**src/rtl/bsed_pkg.sv**
```systemverilog
// Shared types, character codes and a hex digit helper for the backslash escape decoder.
`timescale 1ns / 1ps
package bsed_pkg;

  // Decoder modes
  typedef enum logic [2:0] {
    MODE_NORMAL = 3'd0,
    MODE_ESC    = 3'd1,
    MODE_HEX1   = 3'd2,
    MODE_HEX2   = 3'd3,
    MODE_OCT    = 3'd4
  } mode_t;

  // Character codes
  localparam logic [7:0] CH_BSLASH = 8'h5C;
  localparam logic [7:0] CH_X      = 8'h78;
  localparam logic [7:0] CH_0      = 8'h30;
  localparam logic [7:0] CH_ESC    = 8'h1B;

  // APB register index
  localparam logic REG_ENABLE = 1'b0;

  // Results of one input word: up to three bytes, slot 0 goes out first
  typedef struct packed {
    logic [1:0]      cnt;
    logic            stop;
    logic [2:0][7:0] bytes;
  } res_t;

  // Hex digit value with a valid flag in the top bit
  function automatic logic [4:0] hex_val(input logic [7:0] c);
    logic [4:0] r;
    r = 5'd0;
    if (c inside {[8'h30:8'h39]}) begin
      r = {1'b1, 4'(c - 8'h30)};
    end else if (c inside {[8'h61:8'h66]}) begin
      r = {1'b1, 4'(c - 8'h57)};
    end else if (c inside {[8'h41:8'h46]}) begin
      r = {1'b1, 4'(c - 8'h37)};
    end
    return r;
  endfunction

endpackage

```
**src/rtl/bsed_decoder.sv**
```systemverilog
// Escape decode state and the single-pass logic that maps one word to its results.
`timescale 1ns / 1ps
module bsed_decoder (
  input  logic          clk,
  input  logic          rst_n,
  input  logic          accept,
  input  logic          enable,
  input  logic [7:0]    in_byte,
  input  logic          in_last,
  output bsed_pkg::res_t res
);
  import bsed_pkg::*;

  mode_t      mode_r, mode_nxt;
  logic [7:0] pend_r, pend_nxt;
  logic [1:0] left_r, left_nxt;
  logic       stopped_r, stopped_nxt;

  logic [4:0] hx;
  logic       is_oct;
  logic [7:0] oct_acc;
  logic [1:0] left_dec;

  assign hx       = hex_val(in_byte);
  assign is_oct   = (in_byte inside {[8'h30:8'h37]});
  assign oct_acc  = {pend_r[4:0], 3'b000} + {5'd0, in_byte[2:0]};
  assign left_dec = left_r - 2'd1;

  // Decode one word against the current mode
  always_comb begin
    mode_nxt    = mode_r;
    pend_nxt    = pend_r;
    left_nxt    = left_r;
    stopped_nxt = stopped_r;
    res         = '0;

    if (!enable) begin
      res.bytes[0] = in_byte;
      res.cnt      = 2'd1;
      mode_nxt     = MODE_NORMAL;
      pend_nxt     = 8'd0;
      left_nxt     = 2'd0;
      stopped_nxt  = 1'b0;
    end else if (!stopped_r) begin
      case (mode_r)
        MODE_ESC: begin
          mode_nxt = MODE_NORMAL;
          res.cnt  = 2'd1;
          case (in_byte)
            8'h61: res.bytes[0] = 8'h07;
            8'h62: res.bytes[0] = 8'h08;
            8'h65: res.bytes[0] = CH_ESC;
            8'h66: res.bytes[0] = 8'h0C;
            8'h6E: res.bytes[0] = 8'h0A;
            8'h72: res.bytes[0] = 8'h0D;
            8'h74: res.bytes[0] = 8'h09;
            8'h76: res.bytes[0] = 8'h0B;
            CH_BSLASH: res.bytes[0] = CH_BSLASH;
            8'h63: begin
              res.stop    = 1'b1;
              stopped_nxt = !in_last;
            end
            CH_X: begin
              if (in_last) begin
                res.bytes[0] = CH_BSLASH;
                res.bytes[1] = CH_X;
                res.cnt      = 2'd2;
              end else begin
                res.cnt  = 2'd0;
                mode_nxt = MODE_HEX1;
              end
            end
            default: begin
              if (is_oct) begin
                pend_nxt     = {5'd0, in_byte[2:0]};
                left_nxt     = (in_byte == CH_0) ? 2'd3 : 2'd2;
                res.bytes[0] = {5'd0, in_byte[2:0]};
                if (!in_last) begin
                  res.cnt  = 2'd0;
                  mode_nxt = MODE_OCT;
                end
              end else begin
                res.bytes[0] = CH_BSLASH;
                res.bytes[1] = in_byte;
                res.cnt      = 2'd2;
              end
            end
          endcase
        end
        MODE_HEX1: begin
          if (hx[4]) begin
            pend_nxt     = {4'd0, hx[3:0]};
            res.bytes[0] = {4'd0, hx[3:0]};
            if (in_last) res.cnt = 2'd1;
            else mode_nxt = MODE_HEX2;
          end else begin
            res.bytes[0] = CH_BSLASH;
            res.bytes[1] = CH_X;
            res.bytes[2] = in_byte;
            mode_nxt     = MODE_NORMAL;
            if (in_byte == CH_BSLASH && !in_last) begin
              res.cnt  = 2'd2;
              mode_nxt = MODE_ESC;
            end else begin
              res.cnt = 2'd3;
            end
          end
        end
        MODE_HEX2: begin
          mode_nxt = MODE_NORMAL;
          if (hx[4]) begin
            res.bytes[0] = {pend_r[3:0], hx[3:0]};
            res.cnt      = 2'd1;
          end else begin
            res.bytes[0] = pend_r;
            res.bytes[1] = in_byte;
            if (in_byte == CH_BSLASH && !in_last) begin
              res.cnt  = 2'd1;
              mode_nxt = MODE_ESC;
            end else begin
              res.cnt = 2'd2;
            end
          end
        end
        MODE_OCT: begin
          if (is_oct && left_r != 2'd0) begin
            pend_nxt     = oct_acc;
            left_nxt     = left_dec;
            res.bytes[0] = oct_acc;
            if (left_dec == 2'd0 || in_last) begin
              res.cnt  = 2'd1;
              mode_nxt = MODE_NORMAL;
            end
          end else begin
            mode_nxt     = MODE_NORMAL;
            res.bytes[0] = pend_r;
            res.bytes[1] = in_byte;
            if (in_byte == CH_BSLASH && !in_last) begin
              res.cnt  = 2'd1;
              mode_nxt = MODE_ESC;
            end else begin
              res.cnt = 2'd2;
            end
          end
        end
        default: begin
          mode_nxt     = MODE_NORMAL;
          res.bytes[0] = in_byte;
          if (in_byte == CH_BSLASH && !in_last) mode_nxt = MODE_ESC;
          else res.cnt = 2'd1;
        end
      endcase
    end

    // End of string drops all escape state
    if (in_last) begin
      mode_nxt    = MODE_NORMAL;
      pend_nxt    = 8'd0;
      left_nxt    = 2'd0;
      stopped_nxt = 1'b0;
    end
  end

  // Advance state on each accepted word
  always_ff @(posedge clk) begin
    if (!rst_n) begin
      mode_r    <= MODE_NORMAL;
      pend_r    <= 8'd0;
      left_r    <= 2'd0;
      stopped_r <= 1'b0;
    end else if (accept) begin
      mode_r    <= mode_nxt;
      pend_r    <= pend_nxt;
      left_r    <= left_nxt;
      stopped_r <= stopped_nxt;
    end
  end

endmodule

```
**src/rtl/backslash_escape_decoder_unit.sv**
```systemverilog
// Top level of the backslash escape decoder: APB register, decoder and result buffer.
//
//   channel | ports                                   | direction
//   --------+-----------------------------------------+----------
//   input   | in_valid, in_stall, in_byte, in_last    | in
//   result  | out_valid, out_stall, out_byte,         | out
//           | out_stop, out_run_last                  |
//   config  | psel, penable, pwrite, paddr, pwdata,   | APB
//           | prdata, pready                          |
//
// An accepted word's first result is in the result buffer in the following cycle.
// A word that gives one result sustains one word per cycle while out_stall is low;
// a word with two or three results holds the input while the buffer drains one
// result per cycle, as out_stall allows. Words that give no result load nothing.
// Reset (synchronous, active low) clears the decoder state, the buffer count
// and the enable register. A stall on the result side holds the buffer head.
`timescale 1ns / 1ps
module backslash_escape_decoder_unit (
  input  logic        clk,
  input  logic        rst_n,
  input  logic        in_valid,
  output logic        in_stall,
  input  logic [7:0]  in_byte,
  input  logic        in_last,
  output logic        out_valid,
  input  logic        out_stall,
  output logic [7:0]  out_byte,
  output logic        out_stop,
  output logic        out_run_last,
  input  logic        psel,
  input  logic        penable,
  input  logic        pwrite,
  input  logic [2:0]  paddr,
  input  logic [31:0] pwdata,
  output logic [31:0] prdata,
  output logic        pready
);
  import bsed_pkg::*;

  logic            enable_r;
  logic            in_acc;
  logic            out_acc;
  logic            load;
  res_t            res;
  logic [1:0]      cnt_r, cnt_nxt;
  logic            stop_r, stop_nxt;
  logic [2:0][7:0] buf_r, buf_nxt;

  // APB register
  assign pready = 1'b1;
  assign prdata = (paddr[2] == REG_ENABLE) ? {31'd0, enable_r} : 32'd0;

  always_ff @(posedge clk) begin
    if (!rst_n) begin
      enable_r <= 1'b0;
    end else if (psel && penable && pwrite && paddr[2] == REG_ENABLE) begin
      enable_r <= pwdata[0];
    end
  end

  // Input handshake: take a word once the buffer is empty or sending its last
  assign in_stall = (cnt_r > 2'd1) || (cnt_r == 2'd1 && out_stall);
  assign in_acc   = in_valid && !in_stall;
  assign out_acc  = out_valid && !out_stall;
  assign load     = in_acc && res.cnt != 2'd0;

  bsed_decoder u_dec (
    .clk     (clk),
    .rst_n   (rst_n),
    .accept  (in_acc),
    .enable  (enable_r),
    .in_byte (in_byte),
    .in_last (in_last),
    .res     (res)
  );

  // Load new results or shift the buffer down by one result
  always_comb begin
    cnt_nxt  = cnt_r;
    stop_nxt = stop_r;
    buf_nxt  = buf_r;
    if (load) begin
      cnt_nxt  = res.cnt;
      stop_nxt = res.stop;
      buf_nxt  = res.bytes;
    end else if (out_acc) begin
      cnt_nxt    = cnt_r - 2'd1;
      stop_nxt   = 1'b0;
      buf_nxt[0] = buf_r[1];
      buf_nxt[1] = buf_r[2];
    end
  end

  always_ff @(posedge clk) begin
    if (!rst_n) begin
      cnt_r  <= 2'd0;
      stop_r <= 1'b0;
    end else begin
      cnt_r  <= cnt_nxt;
      stop_r <= stop_nxt;
    end
  end

  always_ff @(posedge clk) begin
    buf_r <= buf_nxt;
  end

  assign out_valid    = cnt_r != 2'd0;
  assign out_byte     = buf_r[0];
  assign out_stop     = stop_r;
  assign out_run_last = cnt_r == 2'd1;

  // A stop word is always the only result of its input word
  a_stop_alone: assert property (@(posedge clk) disable iff (!rst_n)
    out_valid && out_stop |-> out_run_last)
    else $error("stop word not marked last");

  // A stop word carries a zero byte
  a_stop_zero: assert property (@(posedge clk) disable iff (!rst_n)
    out_valid && out_stop |-> out_byte == 8'd0)
    else $error("stop word with nonzero byte");

  // With escapes off each word gives exactly one result
  a_pass_one: assert property (@(posedge clk) disable iff (!rst_n)
    in_acc && !enable_r |=> cnt_r == 2'd1 && !stop_r)
    else $error("pass-through word did not give one result");

  // Buffer count steps down from three to two when a result leaves and nothing loads
  a_cnt_max: assert property (@(posedge clk) disable iff (!rst_n)
    out_acc && !load && cnt_r == 2'd3 |=> cnt_r == 2'd2)
    else $error("buffer count out of step");

endmodule
```
**config.mk**
```make
export PLATFORM = sky130hd
export DESIGN_NAME = backslash_escape_decoder_unit
export DESIGN_NICKNAME = d
export VERILOG_FILES = /design/src/rtl/bsed_pkg.sv /design/src/rtl/bsed_decoder.sv /design/src/rtl/backslash_escape_decoder_unit.sv
export SDC_FILE = /design/constraint.sdc
export NUM_CORES = 1
export LEC_CHECK = 0
export ABC_AREA = 1
export BUFFER_PORTS_ARGS = -buffer_cell sky130_fd_sc_hd__clkbuf_2
export CORE_UTILIZATION = 40
export DETAILED_ROUTE_END_ITERATION = 7
export SLEW_MARGIN = 25
export SYNTH_ARGS = -nofsm -noshare
export SYNTH_HDL_FRONTEND = slang
export SYNTH_HIERARCHICAL = 1
export SYNTH_SLANG_ARGS = --single-unit
```
**constraint.sdc**
```tcl
create_clock -name clk -period 5.95 [get_ports clk]
set_input_delay 1.19 -clock clk [delete_from_list [all_inputs] [get_ports clk]]
set_output_delay 1.19 -clock clk [all_outputs]
set_load 0.01 [all_outputs]
```
==> flow_summary.toml <==
[sta]
final_min_period_over_clock_period_pct = 75.10
unrepaired_setup_endpoints_after_global_routing = "no"
clock-skew-final_ns = 0.006669
final.setup.tns_ns = 0
timing.hold.ws_ns = 0.4748
max_freq_ghz = 0.2238
worst-slew-pin-transition_ns = 0.5797
period_needed_ns = 4.468
slew_headroom_pct = 61.31
maxSlewViolCount = 0
hold_violations_final = 0
setup_viol = 0

[global_route]
largest_net_degree_at_the_start_of_global_routing = 27
grt_usage_pct = 22.53
first_pass_grt_wire_length_um = 17620
grt_antenna_before_repair = 0
first_global_vias = 3462
gr-total-overflow = 0

[synth]
synth-edff-count = 24
syn_area_per_cell_um2 = 6.400
postSynth.asyncResetShare_pct = 0
synth.yosys.seq_area_share_pct = 28.20
mappedNetlistArea_mm2 = 0.003834
postSynthCellCount = 599
synth_warnings = 6
ys_types = 40
postSynth.topFlopCell = "sky130_fd_sc_hd__edfxtp_1"
number_of_synthesized_register_bits = 42

[pwr]
power_leakage_nw = 1.985
total_power_draw_w = 0.0009619
ir_worst_vdd_v = 0.0001145
powerDensity_mw_per_mm2 = 242.0

[cts]
ctsHoldBuffers = 0
postCtsSetupBuffers = 0
max-clock-path-buffers = 2
htree_depth = 2
clk-insertion-delay-late_ns = 0.29
clk_slew_on_worst_s_h_paths_ns = 0.08
clkSinkCount = 42
cts-root-buf = "sky130_fd_sc_hd__clkbuf_8"
tritoncts = "done"
post_cts.resized_instances = 0
cts_buffer_count = 5

[min_path]
hold_start = "u_dec/left_r[1]$_SDFFE_PN0P_"
worstHoldPathType = "reg -> reg"
hold_depth = 2
holdPathEnd = "u_dec/left_r[1]$_SDFFE_PN0P_"

[drt]
drt_pass1_iterations = 5
via_count = 3764
detail_route.vias_per_cell = 5.032
drc = 0
drt-wirelength-per-cell_um = 14.56
dr.first_iter.drc_count = 276
drtAntennaViolNets = 0
drt_wl_total_um = 10890

[worst_setup_path]
timing.critical_path.fanout_max = 26
rrSetupSlack_ns = 2.34
worstReg2RegStart = "u_dec/mode_r[2]$_SDFFE_PN0P_"
critPathArrivalTime_ns = 4.40
worst_setup_path_start_kind = "input pin"
endpoint_class_of_the_critical_path = "flip-flop"
worstPathRequired_ns = 5.88
timing.reg2reg.worst_path_depth = 13
critPathKind = "in -> reg"
crit-reg2reg-capture = "out_byte[4]$_DFFE_PP_"

[job]
max_cap_viol_count = 0

[floorplan]
dieArea_mm2 = 0.009980
initial_core_util_pct = 41.29
ioPinCount = 96
fp-row-count = 35
fp.dieH_um = 99.90
fp.coreArea_mm2 = 0.009284
die_width_um = 99.90

[place]
numPortBuffers = 30
place_congestion = 0.9673
dp_hpwl_um = 8434

[layout]
final_nets = 677
num-fill-cells = 1024
antennaDiodeCount = 0
final_core_utilization_pct = 42.82
syn2layout_area_growth_pct = 3.688
layout-drive-gt1-share_pct = 11.79

[status]
outcome = "finished clean"
==> sequential cells by signal, indices dropped and copies added, names as in the netlist, 2 cells and up <==
name / count
out_byte: 8
u_dec/pend_r: 8
cnt_r: 2
u_dec/mode_r: 3
u_dec/left_r: 2
buf_r: 16
==> cell type report <==
| cell class | instances | area (µm²) | share of cell area (%) |
|---|---|---|---|
| Timing Repair Buffer | 32 | 165.2 | 4.155 |
| Tap cell | 129 | 161.4 | 4.060 |
| Multi-Input combinational cell | 453 | 2168 | 54.55 |
| Sequential cell | 42 | 1081 | 27.20 |
| Inverter | 84 | 317.8 | 7.995 |
| Clock inverter | 2 | 8.758 | 0.2203 |
| Clock buffer | 6 | 72.57 | 1.826 |
==> worst max path at each step <==
stage / startpoint / to / slack, ns / cells after the start
after floorplan: in_byte[0] / buf_r[10]$_DFFE_PP_ / 2.38 / 15
after global placement: in_byte[0] / buf_r[10]$_DFFE_PP_ / 1.14 / 17
after detailed placement: in_byte[0] / buf_r[10]$_DFFE_PP_ / 1.18 / 17
after CTS: in_byte[0] / buf_r[9]$_DFFE_PP_ / 1.49 / 17
after global routing: in_byte[0] / buf_r[9]$_DFFE_PP_ / 1.20 / 17
final: in_byte[0] / out_byte[4]$_DFFE_PP_ / 1.48 / 17
==> worst max-delay path, cell delays in order <==
cell                       delay (ns)
sky130_fd_sc_hd__clkbuf_2        0.24
sky130_fd_sc_hd__inv_1           0.21
sky130_fd_sc_hd__ha_1            0.36
sky130_fd_sc_hd__inv_1           0.14
sky130_fd_sc_hd__a21oi_1         0.08
sky130_fd_sc_hd__nand2_1         0.11
sky130_fd_sc_hd__nand2_4         0.07
sky130_fd_sc_hd__inv_4           0.12
sky130_fd_sc_hd__nand2_2         0.30
sky130_fd_sc_hd__inv_1           0.19
sky130_fd_sc_hd__a31oi_1         0.11
sky130_fd_sc_hd__a21oi_1         0.24
sky130_fd_sc_hd__nor2_2          0.09
sky130_fd_sc_hd__nor2_4          0.10
sky130_fd_sc_hd__buf_4           0.27
sky130_fd_sc_hd__nor2_1          0.09
sky130_fd_sc_hd__inv_1           0.44
==> cells by family after synthesis <==
family | Yosys count | synth area share, %
adder cells (fa/ha/maj) | 8 | 2.611
XOR/XNOR | 1 | 0.2285
buffers and inverters | 134 | 18.18
other | 2 | 0.1959
AND/OR/NAND/NOR | 329 | 38.38
flip-flops | 42 | 28.20
AO/OA/AOI/OAI | 83 | 12.21
==> synth_stat cells, types with 2 or more instances <==
cell | n | area, µm²
sky130_fd_sc_hd__nand2_1 | 171 | 641.9
sky130_fd_sc_hd__nand3b_1 | 2 | 15.01
sky130_fd_sc_hd__inv_2 | 7 | 26.28
sky130_fd_sc_hd__o21bai_1 | 3 | 22.52
sky130_fd_sc_hd__nand2_4 | 2 | 22.52
sky130_fd_sc_hd__buf_6 | 4 | 45.04
sky130_fd_sc_hd__nor2_1 | 58 | 217.7
sky130_fd_sc_hd__edfxtp_1 | 24 | 720.7
sky130_fd_sc_hd__nand4_1 | 11 | 68.82
sky130_fd_sc_hd__a21oi_1 | 26 | 130.1
sky130_fd_sc_hd__buf_2 | 3 | 15.01
sky130_fd_sc_hd__nor2_4 | 2 | 22.52
sky130_fd_sc_hd__inv_1 | 76 | 285.3
sky130_fd_sc_hd__nand3_1 | 49 | 245.2
sky130_fd_sc_hd__conb_1 | 2 | 7.510
sky130_fd_sc_hd__a21oi_2 | 2 | 17.52
sky130_fd_sc_hd__ha_1 | 8 | 100.1
sky130_fd_sc_hd__o21ai_0 | 30 | 150.1
sky130_fd_sc_hd__nand2_2 | 7 | 43.79
sky130_fd_sc_hd__o21ai_1 | 9 | 45.04
sky130_fd_sc_hd__o211ai_1 | 3 | 22.52
sky130_fd_sc_hd__nand3_2 | 3 | 30.03
sky130_fd_sc_hd__nor3_4 | 2 | 32.53
sky130_fd_sc_hd__a31oi_1 | 3 | 18.77
sky130_fd_sc_hd__buf_4 | 42 | 315.3
sky130_fd_sc_hd__nor3_1 | 14 | 70.07
sky130_fd_sc_hd__nor2_2 | 6 | 37.54
sky130_fd_sc_hd__dfxtp_1 | 18 | 360.4
==> metrics by stage <==
step	cells	instance area, µm²	worst slack [ns]
global placement	740	3894	1.136
CTS	748	3975	1.489
global route	748	3975	1.198
detailed placement	740	3894	1.182
finish	748	3975	1.482
floorplan	629	3946	2.375
==> cell usage in the layout, fill, tap and decap left out, drive strengths merged <==
master,count
nand2,180
inv,84
nor2,66
nand3,53
o21ai,40
clkbuf,36
conb,32
a21oi,28
edfxtp,24
dfxtp,18
nor3,16
nand4,11
ha,8
a31oi,3
o211ai,3
o21bai,3
buf,2
nand3b,2
a21boi,2
clkinv,2
o22ai,1
xor2,1
and2,1
a211oi,1
a221oi,1
a41oi,1
==> power breakdown <==
group | total [W] | switching (W) | leakage, nW | internal, W
clock network | 0.000178 | 0.0000975 | 0.0426 | 0.0000808
registers | 0.000402 | 0.0000224 | 0.389 | 0.000380
logic | 0.000381 | 0.000269 | 1.55 | 0.000113
total | 0.000962 | 0.000388 | 1.98 | 0.000573
==> per-layer routing <==
layer  vias to the layer above  track usage (%)  share of wire, %
met5                         -                0                 0
met4                         0            6.222               2.0
met3                        16            2.855               4.7
met2                       131            38.25                47
met1                      1715            30.07                46
li1                       1902                -                 -
(Power assumes the default switching activity.)
